## config.mk

```make
export PLATFORM = sky130hd
export DESIGN_NAME = online_load_table
export DESIGN_NICKNAME = d
export VERILOG_FILES = /design/src/rtl/olt_pkg.sv /design/src/rtl/online_load_table.sv /design/src/rtl/olt_ctrl.sv /design/src/rtl/olt_dp.sv
export VERILOG_INCLUDE_DIRS = /design/src /design/src/rtl
export SDC_FILE = /design/constraint.sdc
export NUM_CORES = 1
export LEC_CHECK = 0
export BUFFER_PORTS_ARGS = -buffer_cell sky130_fd_sc_hd__buf_4
export CAP_MARGIN = 10
export CORE_MARGIN = 5
export CORE_UTILIZATION = 50
export CTS_CLUSTER_SIZE = 10
export DETAILED_ROUTE_END_ITERATION = 16
export PLACE_DENSITY = 0.67
export SLEW_MARGIN = 40
export SYNTH_ARGS = -nofsm -noshare
export SYNTH_HDL_FRONTEND = slang
export SYNTH_SLANG_ARGS = --single-unit
```

## constraint.sdc

```tcl
create_clock -name clock -period 15.9 [get_ports clock]
set_clock_uncertainty 0.1 [all_clocks]
set_input_delay 3.975 -clock clock [delete_from_list [all_inputs] [get_ports clock]]
set_output_delay 3.975 -clock clock [all_outputs]
set_load 0.02 [all_outputs]
```

## src/rtl/online_load_table_macros.svh

```systemverilog
// assertion helpers for the load table, clocked on clock, held off in reset
`ifndef ONLINE_LOAD_TABLE_MACROS_SVH
`define ONLINE_LOAD_TABLE_MACROS_SVH

// same-cycle implication
`define OLT_ASSERT_NOW(label, ante, cons, msg) \
   label: assert property (@(posedge clock) disable iff (reset) (ante) |-> (cons)) \
      else $error(msg);

// next-cycle implication
`define OLT_ASSERT_NEXT(label, ante, cons, msg) \
   label: assert property (@(posedge clock) disable iff (reset) (ante) |=> (cons)) \
      else $error(msg);

`endif

```

## src/rtl/olt_pkg.sv

```systemverilog
// ----------------------------------------------------------------------------
// olt_pkg
// types, codes and constants shared by the load table modules
// ----------------------------------------------------------------------------
package olt_pkg;

   localparam int DEPTH_DEF = 16;
   localparam int PWR_W     = 24;
   localparam int ID_W      = 8;
   localparam int LIM_W     = 23;
   localparam int OCC_W     = 5;
   localparam int ST_W      = 3;
   localparam int CSR_W     = 23;

   localparam logic signed [PWR_W-1:0] PWR_MAX = 24'sh7FFFFF;
   localparam logic signed [PWR_W-1:0] PWR_MIN = -24'sh800000;
   localparam logic [LIM_W-1:0] LIMIT_RST = 23'd800;

   // result status codes
   localparam logic [ST_W-1:0] ST_IGNORED  = 3'd0;
   localparam logic [ST_W-1:0] ST_UPDATED  = 3'd1;
   localparam logic [ST_W-1:0] ST_REMOVED  = 3'd2;
   localparam logic [ST_W-1:0] ST_INSERTED = 3'd3;
   localparam logic [ST_W-1:0] ST_EVICTED  = 3'd4;

   // request kinds
   localparam logic KIND_EVENT = 1'b0;
   localparam logic KIND_SET   = 1'b1;

   // register indexes
   localparam logic REG_NULL_ID = 1'b0;
   localparam logic REG_LOW_PWR = 1'b1;

   typedef struct packed {
      logic                    kind;
      logic signed [ID_W-1:0]  entry_id;
      logic signed [PWR_W-1:0] power_value;
      logic signed [PWR_W-1:0] given_peak;
   } req_type;

   typedef struct packed {
      logic [ST_W-1:0]         status;
      logic signed [ID_W-1:0]  result_id;
      logic signed [PWR_W-1:0] entry_power;
      logic signed [PWR_W-1:0] entry_peak;
      logic signed [ID_W-1:0]  evicted_id;
      logic [OCC_W-1:0]        occupancy;
   } rsp_type;

   typedef enum logic [2:0] {
      S_IDLE, S_SEARCH, S_UPDATE, S_COMMIT, S_SHIFT, S_APPEND, S_FINISH
   } state_type;

   typedef struct packed {
      logic load;      // capture request
      logic scan;      // search step
      logic shift;     // compaction step
      logic upd;       // compute updated entry
      logic wr_pos;    // write updated entry back
      logic cstart;    // start compaction behind hit
      logic estart;    // start compaction for eviction
      logic dec;       // count down
      logic app;       // append new entry
      logic ign;       // ignored result
      logic fin;       // load output register
   } cmd_type;

   typedef struct packed {
      logic ign_id;
      logic hit;
      logic miss;
      logic neg_pv;
      logic full;
      logic rm;
      logic upd_ign;
      logic shift_done;
      logic evict;
      logic out_free;
   } stat_type;

endpackage

```

## src/rtl/online_load_table.sv

```systemverilog
// ----------------------------------------------------------------------------
// online_load_table
// ordered table of active loads keyed by id, with power tracking
// ----------------------------------------------------------------------------
// One request is worked at a time. A request first scans the entry memory
// oldest first, one entry a cycle with the read pipelined. An update then
// passes through S_UPDATE and S_COMMIT, and a removal or an eviction
// compacts the list entry by entry behind the affected slot on the
// single-port-write memory. The result sits in an output register, so the
// next request is taken while it waits. Table contents need no clearing
// pass: only entries below the fill count are read.
module online_load_table
   import olt_pkg::*;
#(
   parameter int TABLE_DEPTH = DEPTH_DEF
) (
   input  logic             clock,
   input  logic             reset,
   // request channel
   input  logic             req_valid,
   output logic             req_stall,
   input  req_type          req_payload,
   // result channel
   output logic             rsp_valid,
   input  logic             rsp_stall,
   output rsp_type          rsp_payload,
   // register writes
   input  logic             csr_we,
   input  logic             csr_index,
   input  logic [CSR_W-1:0] csr_wdata
);

`include "online_load_table_macros.svh"

   cmd_type  cmd;
   stat_type stat;
   logic     idle;

   // sequencer
   olt_ctrl u_ctrl (
      .clock     (clock),
      .reset     (reset),
      .req_valid (req_valid),
      .stat      (stat),
      .cmd       (cmd),
      .idle      (idle)
   );

   // memory and arithmetic
   olt_dp #(
      .TABLE_DEPTH (TABLE_DEPTH)
   ) u_dp (
      .clock       (clock),
      .reset       (reset),
      .req_payload (req_payload),
      .csr_we      (csr_we),
      .csr_index   (csr_index),
      .csr_wdata   (csr_wdata),
      .cmd         (cmd),
      .rsp_stall   (rsp_stall),
      .stat        (stat),
      .rsp_valid   (rsp_valid),
      .rsp_payload (rsp_payload)
   );

   // busy from acceptance until the result is loaded
   assign req_stall = !idle;

   `OLT_ASSERT_NEXT(a_busy_after_req, req_valid && !req_stall, req_stall,
      "request accepted but block not busy")
   `OLT_ASSERT_NOW(a_ignored_zero, rsp_valid && rsp_payload.status == ST_IGNORED,
      rsp_payload.entry_power == '0 && rsp_payload.evicted_id == '0,
      "ignored result carries data")
   `OLT_ASSERT_NOW(a_evict_full, rsp_valid && rsp_payload.status == ST_EVICTED,
      rsp_payload.occupancy == OCC_W'(TABLE_DEPTH),
      "eviction with table not full")

endmodule

```

## src/rtl/olt_ctrl.sv

```systemverilog
// ----------------------------------------------------------------------------
// olt_ctrl
// sequencer for search, update, compaction and append
// ----------------------------------------------------------------------------
module olt_ctrl
   import olt_pkg::*;
(
   input  logic     clock,
   input  logic     reset,
   input  logic     req_valid,
   input  stat_type stat,
   output cmd_type  cmd,
   output logic     idle
);

   state_type state_ff, state_in;

   always_ff @(posedge clock) begin
      if (reset) begin
         state_ff <= S_IDLE;
      end else begin
         state_ff <= state_in;
      end
   end

   always_comb begin
      state_in = state_ff;
      cmd      = '0;
      idle     = 1'b0;
      unique case (state_ff)
         S_IDLE: begin
            idle = 1'b1;
            if (req_valid) begin
               cmd.load = 1'b1;
               state_in = S_SEARCH;
            end
         end
         S_SEARCH: begin
            if (stat.ign_id) begin
               cmd.ign  = 1'b1;
               state_in = S_FINISH;
            end else begin
               cmd.scan = 1'b1;
               if (stat.hit) begin
                  state_in = S_UPDATE;
               end else if (stat.miss) begin
                  if (stat.neg_pv) begin
                     cmd.ign  = 1'b1;
                     state_in = S_FINISH;
                  end else if (stat.full) begin
                     cmd.estart = 1'b1;
                     state_in   = S_SHIFT;
                  end else begin
                     state_in = S_APPEND;
                  end
               end
            end
         end
         S_UPDATE: begin
            cmd.upd  = 1'b1;
            state_in = S_COMMIT;
         end
         S_COMMIT: begin
            if (stat.upd_ign) begin
               state_in = S_FINISH;
            end else if (stat.rm) begin
               cmd.cstart = 1'b1;
               state_in   = S_SHIFT;
            end else begin
               cmd.wr_pos = 1'b1;
               state_in   = S_FINISH;
            end
         end
         S_SHIFT: begin
            cmd.shift = 1'b1;
            if (stat.shift_done) begin
               cmd.dec  = 1'b1;
               state_in = stat.evict ? S_APPEND : S_FINISH;
            end
         end
         S_APPEND: begin
            cmd.app  = 1'b1;
            state_in = S_FINISH;
         end
         S_FINISH: begin
            if (stat.out_free) begin
               cmd.fin  = 1'b1;
               state_in = S_IDLE;
            end
         end
         default: state_in = S_IDLE;
      endcase
   end

endmodule

```

## src/rtl/olt_dp.sv

```systemverilog
// ----------------------------------------------------------------------------
// olt_dp
// entry memory, scan pointer, update arithmetic and output register
// ----------------------------------------------------------------------------
module olt_dp
   import olt_pkg::*;
#(
   parameter int TABLE_DEPTH = DEPTH_DEF
) (
   input  logic             clock,
   input  logic             reset,
   input  req_type          req_payload,
   input  logic             csr_we,
   input  logic             csr_index,
   input  logic [CSR_W-1:0] csr_wdata,
   input  cmd_type          cmd,
   input  logic             rsp_stall,
   output stat_type         stat,
   output logic             rsp_valid,
   output rsp_type          rsp_payload
);

   localparam int AW = $clog2(TABLE_DEPTH);
   localparam int CW = $clog2(TABLE_DEPTH + 1);
   localparam int EW = ID_W + 2 * PWR_W;

   logic [EW-1:0] mem [TABLE_DEPTH];
   logic [EW-1:0] rd_q_ff;
   logic [AW-1:0] rd_addr, wr_addr;
   logic [EW-1:0] wr_data;
   logic          wr_en;

   logic signed [ID_W-1:0]  null_id_ff;
   logic [LIM_W-1:0]        low_lim_ff;
   req_type                 req_ff;
   logic [CW-1:0]           count_ff, idx_ff, pidx_ff;
   logic                    pend_ff, ev_ff;
   logic [AW-1:0]           pos_ff;
   logic signed [PWR_W-1:0] epow_ff, epeak_ff;
   logic signed [ID_W-1:0]  first_ff;
   logic [ST_W-1:0]         rst_ff;
   logic signed [PWR_W-1:0] rpow_ff, rpeak_ff;
   logic signed [ID_W-1:0]  revict_ff;
   logic                    rm_ff;
   rsp_type                 out_ff;
   logic                    outv_ff;

   logic signed [ID_W-1:0]  rd_id;
   logic signed [PWR_W-1:0] rd_pow, rd_peak;
   logic                    can_read, hit;
   logic signed [PWR_W:0]   sum;
   logic signed [PWR_W-1:0] np, npeak, speak;
   logic signed [PWR_W+3:0] np10;
   logic                    rm_c;

   assign {rd_id, rd_pow, rd_peak} = rd_q_ff;
   assign can_read = (idx_ff < count_ff);
   assign rd_addr  = idx_ff[AW-1:0];
   assign hit      = pend_ff && (rd_id == req_ff.entry_id);

   // memory
   always_ff @(posedge clock) begin
      if (wr_en) begin
         mem[wr_addr] <= wr_data;
      end
      rd_q_ff <= mem[rd_addr];
   end

   always_comb begin
      wr_en   = 1'b0;
      wr_addr = pos_ff;
      wr_data = {req_ff.entry_id, rpow_ff, rpeak_ff};
      if (cmd.shift && pend_ff) begin
         wr_en   = 1'b1;
         wr_addr = AW'(pidx_ff - CW'(1));
         wr_data = rd_q_ff;
      end else if (cmd.wr_pos) begin
         wr_en = 1'b1;
      end else if (cmd.app) begin
         wr_en   = 1'b1;
         wr_addr = count_ff[AW-1:0];
         wr_data = {req_ff.entry_id, req_ff.power_value, req_ff.power_value};
      end
   end

   // update arithmetic
   always_comb begin
      sum  = {epow_ff[PWR_W-1], epow_ff} + {req_ff.power_value[PWR_W-1], req_ff.power_value};
      if (sum > 25'sd8388607) begin
         np = PWR_MAX;
      end else if (sum < -25'sd8388608) begin
         np = PWR_MIN;
      end else begin
         np = sum[PWR_W-1:0];
      end
      npeak = (np > epeak_ff) ? np : epeak_ff;
      speak = (req_ff.given_peak > epow_ff) ? req_ff.given_peak : epow_ff;
      np10  = (28'(np) <<< 3) + (28'(np) <<< 1);
      rm_c  = ($signed({np[PWR_W-1], np}) < $signed({2'b00, low_lim_ff}))
              || (np10 < 28'(epow_ff));
   end

   always_ff @(posedge clock) begin
      if (reset) begin
         null_id_ff <= '0;
         low_lim_ff <= LIMIT_RST;
         count_ff   <= '0;
         pend_ff    <= 1'b0;
         outv_ff    <= 1'b0;
      end else begin
         if (csr_we) begin
            if (csr_index == REG_NULL_ID) begin
               null_id_ff <= csr_wdata[ID_W-1:0];
            end else begin
               low_lim_ff <= csr_wdata[LIM_W-1:0];
            end
         end
         if (cmd.load || cmd.estart || cmd.cstart) begin
            pend_ff <= 1'b0;
         end else if (cmd.scan || cmd.shift) begin
            pend_ff <= can_read;
         end
         if (cmd.dec) begin
            count_ff <= count_ff - CW'(1);
         end else if (cmd.app) begin
            count_ff <= count_ff + CW'(1);
         end
         if (cmd.fin) begin
            outv_ff <= 1'b1;
         end else if (!rsp_stall) begin
            outv_ff <= 1'b0;
         end
      end
   end

   always_ff @(posedge clock) begin
      if (cmd.load) begin
         req_ff <= req_payload;
         idx_ff <= '0;
         ev_ff  <= 1'b0;
      end else if (cmd.estart) begin
         idx_ff <= CW'(1);
         ev_ff  <= 1'b1;
      end else if (cmd.cstart) begin
         idx_ff <= CW'(pos_ff) + CW'(1);
      end else if ((cmd.scan || cmd.shift) && can_read) begin
         idx_ff <= idx_ff + CW'(1);
      end
      if ((cmd.scan || cmd.shift) && can_read) begin
         pidx_ff <= idx_ff;
      end
      if (cmd.scan && hit) begin
         pos_ff   <= pidx_ff[AW-1:0];
         epow_ff  <= rd_pow;
         epeak_ff <= rd_peak;
      end
      if (cmd.scan && pend_ff && (pidx_ff == '0)) begin
         first_ff <= rd_id;
      end
      if (cmd.upd) begin
         revict_ff <= '0;
         rm_ff     <= 1'b0;
         if (req_ff.kind == KIND_EVENT) begin
            rpow_ff  <= np;
            rpeak_ff <= npeak;
            rm_ff    <= rm_c;
            rst_ff   <= rm_c ? ST_REMOVED : ST_UPDATED;
         end else if (req_ff.power_value[PWR_W-1]) begin
            rpow_ff  <= '0;
            rpeak_ff <= '0;
            rst_ff   <= ST_IGNORED;
         end else begin
            rpow_ff  <= req_ff.power_value;
            rpeak_ff <= speak;
            rst_ff   <= ST_UPDATED;
         end
      end else if (cmd.ign) begin
         rst_ff    <= ST_IGNORED;
         rpow_ff   <= '0;
         rpeak_ff  <= '0;
         revict_ff <= '0;
      end else if (cmd.app) begin
         rst_ff    <= ev_ff ? ST_EVICTED : ST_INSERTED;
         rpow_ff   <= req_ff.power_value;
         rpeak_ff  <= req_ff.power_value;
         revict_ff <= ev_ff ? first_ff : '0;
      end
      if (cmd.fin) begin
         out_ff.status      <= rst_ff;
         out_ff.result_id   <= req_ff.entry_id;
         out_ff.entry_power <= rpow_ff;
         out_ff.entry_peak  <= rpeak_ff;
         out_ff.evicted_id  <= revict_ff;
         out_ff.occupancy   <= OCC_W'(count_ff);
      end
   end

   always_comb begin
      stat            = '0;
      stat.ign_id     = (req_ff.entry_id <= null_id_ff);
      stat.hit        = hit;
      stat.miss       = !pend_ff && !can_read;
      stat.neg_pv     = req_ff.power_value[PWR_W-1];
      stat.full       = (count_ff == CW'(TABLE_DEPTH));
      stat.rm         = rm_ff;
      stat.upd_ign    = (rst_ff == ST_IGNORED);
      stat.shift_done = !pend_ff && !can_read;
      stat.evict      = ev_ff;
      stat.out_free   = !outv_ff || !rsp_stall;
   end

   assign rsp_valid   = outv_ff;
   assign rsp_payload = out_ff;

endmodule

```

* Yosys cells after proc, flatten, opt, wreduce, memory -nomap -nowiden
Memory sizes are Yosys's and may differ from the RTL's. A register that Yosys moved wholly into a read port is not among the register bits.
Cells that the tools add are included.
** Storage, ports and cells
- Register bits after elaboration :: 301
- RAM bits :: 896
- Input bits :: 86
- Output and inout bits :: 74
- Word-level logic and storage cells :: 166
- Memories kept :: 1
** Memory list
- u_dp.mem :: words 16, width 56, rd ports 1, clocked after Yosys merged registers in 1, write ports 1, RTL line olt_dp.sv:27 : logic [EW-1:0] mem [TABLE_DEPTH];
** Operators by class
- Add/subtract/negate cells :: 7
- $lt $le $gt $ge :: 8
- Equality and inequality tests :: 13
- Muxes and demuxes :: 77
- Bitwise operators :: 1
- Reduce and logical (&&, ||, !) cells :: 30
** Operators with widths (count)
- 24-bit 2-to-1 mux :: 11
- 48-bit 2-to-1 mux :: 2
- 56-bit 2-to-1 mux :: 1
- 24-bit > comparator :: 2
- 3-bit 2-to-1 mux :: 12
- 1-bit 2-to-1 mux :: 35
- 27-bit by 25-bit adder with 28-bit output :: 1
- 28-bit by 24-bit < comparator with 1-bit output :: 1
- 24-bit by 24-bit adder with 25-bit output :: 1
- 25-bit by 24-bit > comparator with 1-bit output (second input constant) :: 1
- 25-bit by 24-bit < comparator with 1-bit output (second input constant) :: 1
- 24-bit < comparator :: 1
- 23-bit 2-to-1 mux :: 1
- 3-bit case mux with 7 select lines :: 1
- 5-bit 2-to-1 mux :: 4
- 2-bit 2-to-1 mux :: 6
- 4-bit 2-to-1 mux :: 3
- 5-bit by 1-bit adder with 5-bit output (second input constant) :: 2
- 3-bit == test (second input constant) :: 3
- 8-bit == test :: 1
- 8-bit less-or-equal comparator :: 1
- 8-bit 2-to-1 mux :: 1
- 1-bit logical AND :: 7
- 3-bit by 2-bit == test with 1-bit output (second input constant) :: 2
- other kinds (19) :: 35

* Longest topological paths before layout
- Depth after elaboration :: 10
- Depth in mapped cells :: 30
- Mapped depth without buffers :: 30

* Cells and area by module
A second synthesis with hierarchy kept.
** Second synthesis, totals
- Cell total of the unflattened synthesis :: 2969
- Area, all modules :: 51909.8 µm²
** By module, submodules not included
- olt_dp :: instances 1, cells an instance 2922, area an instance 51568.2 µm², sequential area each 36455.0 µm²
- olt_ctrl :: instances 1, cells an instance 46, area an instance 337.8 µm², sequential area each 60.1 µm²
- online_load_table :: instances 1, cells an instance 1, area an instance 3.8 µm², sequential area each 0.0 µm²

* Least setup slack after synthesis
Ideal clock, no wire load.
- Path type :: input -> register
- From :: input port rsp_stall
- To :: register u_dp.out_ff, in the netlist u_dp.rsp_payload[0], enable pin
- Setup time :: 0.526 ns
- Arrival time :: 7.487 ns
- Data required time :: 15.274 ns
- Slack :: 7.787 ns
- Stages on the path :: 1
- Buffers on the path :: 0
- Path through :: a21oi_1
** Between the ends
- Word-level cells in the longest chain between the ends :: 4
** RTL lines
- from (decl) :: RTL line online_load_table.sv:25 : input logic rsp_stall,
- 1-bit zero test
- 1-bit logical OR :: RTL line olt_dp.sv:209 : stat.out_free = !outv_ff || !rsp_stall;
- 1-bit 2-to-1 mux :: RTL line olt_ctrl.sv:86 : if (stat.out_free) begin
- 1-bit 2-to-1 mux :: RTL line olt_ctrl.sv:30 : unique case (state_ff)
- to (decl) :: RTL line olt_dp.sv:45 : rsp_type out_ff;
No other way between the ends.
A chain may end at the register's enable or synchronous reset.

* Worst setup path in the final report
- From :: register u_dp.epow_ff[0]
- To :: register u_dp.rst_ff[0] (data pin)
** Between the ends
- Word-level cells in the longest chain between the ends :: 10
- Elaborated cells on any way between the ends :: 12
- Those cells by class :: 2 x add/sub; 4 x order compare; 5 x mux; 1 x reduce/logical
** RTL lines
- from (decl) :: RTL line olt_dp.sv:39 : logic signed [PWR_W-1:0] epow_ff, epeak_ff;
- from (signal assigned) :: RTL line olt_dp.sv:154 : epow_ff <= rd_pow;
- 24-bit by 24-bit adder with 25-bit output :: RTL line olt_dp.sv:88 : sum = {epow_ff[PWR_W-1], epow_ff} + {req_ff.power_value[PWR_W-1], req_ff.power_value};
- 25-bit by 24-bit < comparator with 1-bit output :: RTL line olt_dp.sv:91 : end else if (sum < -25'sd8388608) begin
- 24-bit 2-to-1 mux :: RTL line olt_dp.sv:91
- 24-bit 2-to-1 mux :: RTL line olt_dp.sv:89 : if (sum > 25'sd8388607) begin
- 27-bit by 25-bit adder with 28-bit output :: RTL line olt_dp.sv:98 : np10 = (28'(np) <<< 3) + (28'(np) <<< 1);
- 28-bit by 24-bit < comparator with 1-bit output :: RTL line olt_dp.sv:100 : || (np10 < 28'(epow_ff));
- 1-bit logical OR (*) :: RTL line olt_dp.sv:100
- 2-bit 2-to-1 mux (*) :: RTL line olt_dp.sv:167 : rst_ff <= rm_c ? ST_REMOVED : ST_UPDATED;
- 3-bit 2-to-1 mux (*) :: RTL line olt_dp.sv:163 : if (req_ff.kind == KIND_EVENT) begin
- 3-bit 2-to-1 mux (*) :: RTL line olt_dp.sv:160 : if (cmd.upd) begin
- to (signal assigned) :: RTL line olt_dp.sv:167
- to (signal assigned) :: RTL line olt_dp.sv:183 : rst_ff <= ev_ff ? ST_EVICTED : ST_INSERTED;
- to (decl) :: RTL line olt_dp.sv:41 : logic [ST_W-1:0] rst_ff;
Every way passes the cells marked *; elsewhere a longest branch is shown, timed or not.

==> key figures <==
Run status
  • Status: complete, no violations

Final layout
  • Finished Layout Cells: 4739
  • Layout overhead on the synthesized area: 15.1%
  • Final Instance Area: about 60000 um2
  • N_diodes: 0
  • Fraction of layout instances using a drive strength above 1: approximately a quarter
  • Most frequent cells in the layout: 1142 x edfxtp_1, 280 x mux4_2, 234 x buf_4
  • Commonest non-fill, non-tap cell in the layout: edfxtp_1
  • # nets final: between 3000 and 4000
  • Post-layout util: 57.8%

Placed design
  • IO buf count: roughly 160
  • DP Worst Slack: around 8 ns
  • DP Wirelength: 88.1 mm
  • Cell Count Post-Placement: between 4000 and 5000
  • Gpl congestion: 0.961
  • DP Area: 55400 um2

Drt
  • DRT antenna net count: 0
  • Drt drc: 0
  • Drt total wl: about 140 mm
  • Drt pass-1 iters: 6
  • Routed WL per cell: around 30 um
  • Vias: around 29000
  • DR iter-0 viols: 3498
  • Number of vias per cell: a little over 6

Run
  • Max-Cap Viols: 0

Clock network
  • Clock Pin Slew Worst Setup and Hold Paths: around 0.060 ns
  • TritonCTS buffer count: between 100 and 150
  • Clk Latency, worst-skew pair: roughly 0.76 ns
  • Clock buffer depth: 3
  • Root cell of the clock tree: clkbuf_16
  • Post-CTS setup buffers: 0
  • CTS tree: built
  • Cts repair resizes: 0
  • Hold Buf Count CTS: 0
  • CTS HTree Levels: 4
  • CTS sink count: roughly 1300

Logic synthesis
  • Synth Area in Simple Gates: just over 4%
  • Largest family of logic cells by synthesized area: multiplexers
  • Sequential cell area fraction in the yosys report: 70.2%
  • Ys flop type: edfxtp_1
  • Distinct cells, synth: 78
  • Syn avg cell area: between 15 and 20 um2
  • YS warnings: 0
  • Post-synthesis xor/xnor area fraction: 1.06%
  • Synth Area in Adders: under 10%
  • Mux contribution to synthesized area: 13.0%
  • Seq cells post-synth: approximately 1300
  • Cell Area, Synth: 52000 um2
  • Post-synthesis compound-gate area fraction: 5.81%
  • Mapped Nets: 3227
  • Post-synth EDFFs: around 1100
  • Post-Synthesis Cells: 2976
  • Ys async rst share: 0%

Hold path
  • Hold-critical path depth: 0
  • Min-delay src: u_dp.rd_q_ff[17]$_DFF_P_
  • Worst min path class: register to register
  • WHS Endpoint: u_dp.epeak_ff[17]$_DFFE_PP_

GRT
  • GRT overflow: 0
  • Initial antenna violation count: 3
  • GRT Total Usage: 25.2%
  • Number of global-route vias before repair: 29500
  • First-pass GRT wire length: 204 mm
  • Largest net degree at the start of global routing: 129

STA
  • Setup Viol. Count Final: 0
  • Slew @ Worst Pin: 0.895 ns
  • Pins Over Slew Limit: 0
  • Final TNS setup: 0 ns
  • Slack of the critical path: about 7.8 ns
  • Max Freq: between 100 and 150 MHz
  • Fin Hold WS: 0.326 ns
  • Slew HR: between 30% and 40%
  • Final number of hold-violating endpoints: 0
  • RSZ-0062 raised after global routing: false
  • Final min period: 8.14 ns
  • Fin crit share: about half

Setup path
  • Crit path kind: register to register
  • WP buf/inv: 1
  • WP data required: approximately 16 ns
  • FF-to-FF setup slack: approximately 7.8 ns
  • CP Max Fanout: 8
  • Worst EP arrival: 8.52 ns
  • Slowest stage delay, CP: roughly 0.54 ns
  • Reg2reg end: u_dp.rst_ff[0]$_DFFE_PP_
  • CP top delay family: compound AO/OA/AOI/OAI gates
  • Crit. End Element: register
  • RR Startpoint: u_dp.epow_ff[0]$_DFFE_PP_
  • Crit-path slowest cell: fa_1
  • Reg2Reg Depth: 30
  • Startpoint types: register

Floorplanning
  • Core box area: between 100000 and 150000 um2
  • Die width: 333 um
  • Die height: between 300 and 400 um
  • DIE AREA: ~110000 um2
  • I/O pin count: 160
  • Starting Density: about half
  • Cell row count: 118

Power and ir drop
  • Internal Pwr Total: roughly 7.5 mW
  • Sw power: between 3 and 4 mW
  • Logic gate share of total power: 29.9%
  • Total Power: 11.1 mW
  • Leakage: around 20 nW
  • Pwr dens: approximately 190 nW/um2
  • Net switching fraction of the power: 32.7%
  • Clk pwr share: ~28%
  • Worst vdd ir: between 0.1 and 0.15 mV
  • Reg power frac: around 43%
[worst register-to-register path: cells and delay by family, from the launching register on]
kind            cells  cell delay, ns
flops               1            0.43
fa+ha+maj           4            1.60
simple gates        7            1.32
buf+inv             1            0.30
compound gates     17            3.97
xor+xnor            1            0.16
[cells in the mapped netlist (6+ instances only)]
cell	count	area, um2
edfxtp_1	1142	34300
mux4_2	280	6310
nand2_1	176	661
a21oi_1	164	821
ha_1	162	2030
inv_1	113	424
o21ai_0	112	561
dfxtp_1	111	2220
clkbuf_1	103	387
nor2_1	96	360
nand3_1	45	225
xnor2_1	44	385
a21o_1	32	240
and2_1	31	194
mux2i_1	29	290
nand4_1	22	138
a22o_1	20	175
nor2b_1	18	113
buf_1	17	63.8
xor2_1	16	140
a211oi_1	15	113
nor3_1	15	75.1
mux2_2	14	158
nand2b_1	13	81.3
o21ai_1	12	60.1
a221o_1	10	100
o21a_1	10	75.1
a2bb2oi_1	9	78.8
buf_2	9	45.0
o211ai_1	9	67.6
o21bai_1	8	60.1
and3_1	7	43.8
o221ai_1	7	61.3
o311ai_0	7	61.3
or3_1	6	37.5
[power groups by stage]
stage	clock [mW]	combinational [mW]	sequential, mW
2_1_floorplan	0	2.12	4.55
3_3_place_gp	0	3.14	4.77
3_5_place_dp	0	3.24	4.76
4_1_cts	3.12	3.26	4.70
5_1_grt	3.28	3.59	4.72
6_report	3.07	3.31	4.71
[per-layer routing]
metal	track usage (%)	part of all wire (%)	up-vias	routed length, um
met2	40.6	48	1464	67500
li1	-	-	12400	-
met1	36.1	41	15200	57300
met4	6.20	2.2	2	3110
met3	4.82	8.8	202	12300
met5	0	0.0050	-	7
[registers in the layout (all words and copies together), names as in the netlist, 4 cells and up]
name and cells:
u_dp.epeak_ff 24, u_dp.revict_ff 8, u_dp.epow_ff 24, u_dp.pidx_ff 5, u_dp.idx_ff 5, u_dp.req_ff 56, u_dp.rpeak_ff 24, u_dp.pos_ff 4
u_dp.rd_q_ff 56, u_dp.first_ff 8, u_dp.low_lim_ff 23, u_dp.rpow_ff 24, u_dp.count_ff 5, u_dp.rsp_payload 72, u_dp.null_id_ff 8, u_dp.mem 896
[final cells by class]
type                       instances  area [um2]
fill                            7634       43600
sequential                      1253       36500
multi-input combinational       1479       14800
clock buffer                     245        4100
timing repair buffer             251        1990
tap                             1380        1730
inverter                         113         424
clock inverter                    18         264
[worst max path at each step]
stage / start / endpoint / slack [ns] / cells after the start
2_1_floorplan: rsp_stall / u_dp.rsp_payload[0]$_DFFE_PP_ / 7.79 / 1
3_3_place_gp: u_dp.epow_ff[0]$_DFFE_PP_ / u_dp.rst_ff[0]$_DFFE_PP_ / 8.11 / 30
3_5_place_dp: u_dp.epow_ff[0]$_DFFE_PP_ / u_dp.rst_ff[0]$_DFFE_PP_ / 8.02 / 30
4_1_cts: u_dp.epow_ff[0]$_DFFE_PP_ / u_dp.rst_ff[0]$_DFFE_PP_ / 7.98 / 30
5_1_grt: u_dp.epow_ff[0]$_DFFE_PP_ / u_dp.rst_ff[0]$_DFFE_PP_ / 7.35 / 30
6_report: u_dp.epow_ff[0]$_DFFE_PP_ / u_dp.rst_ff[0]$_DFFE_PP_ / 7.76 / 30
[kinds of logic (layout without fill, tap and decap cells)]
| logic type | after synthesis | after routing |
|---|---|---|
| multiplexers | 323 | 323 |
| flip-flops | 1253 | 1253 |
| AND/OR/NAND/NOR | 452 | 452 |
| adder cells (fa/ha/maj) | 169 | 169 |
| AO/OA/AOI/OAI | 474 | 474 |
| buffers and inverters | 244 | 627 |
| XOR/XNOR | 61 | 61 |
(Power assumes the default switching activity.)
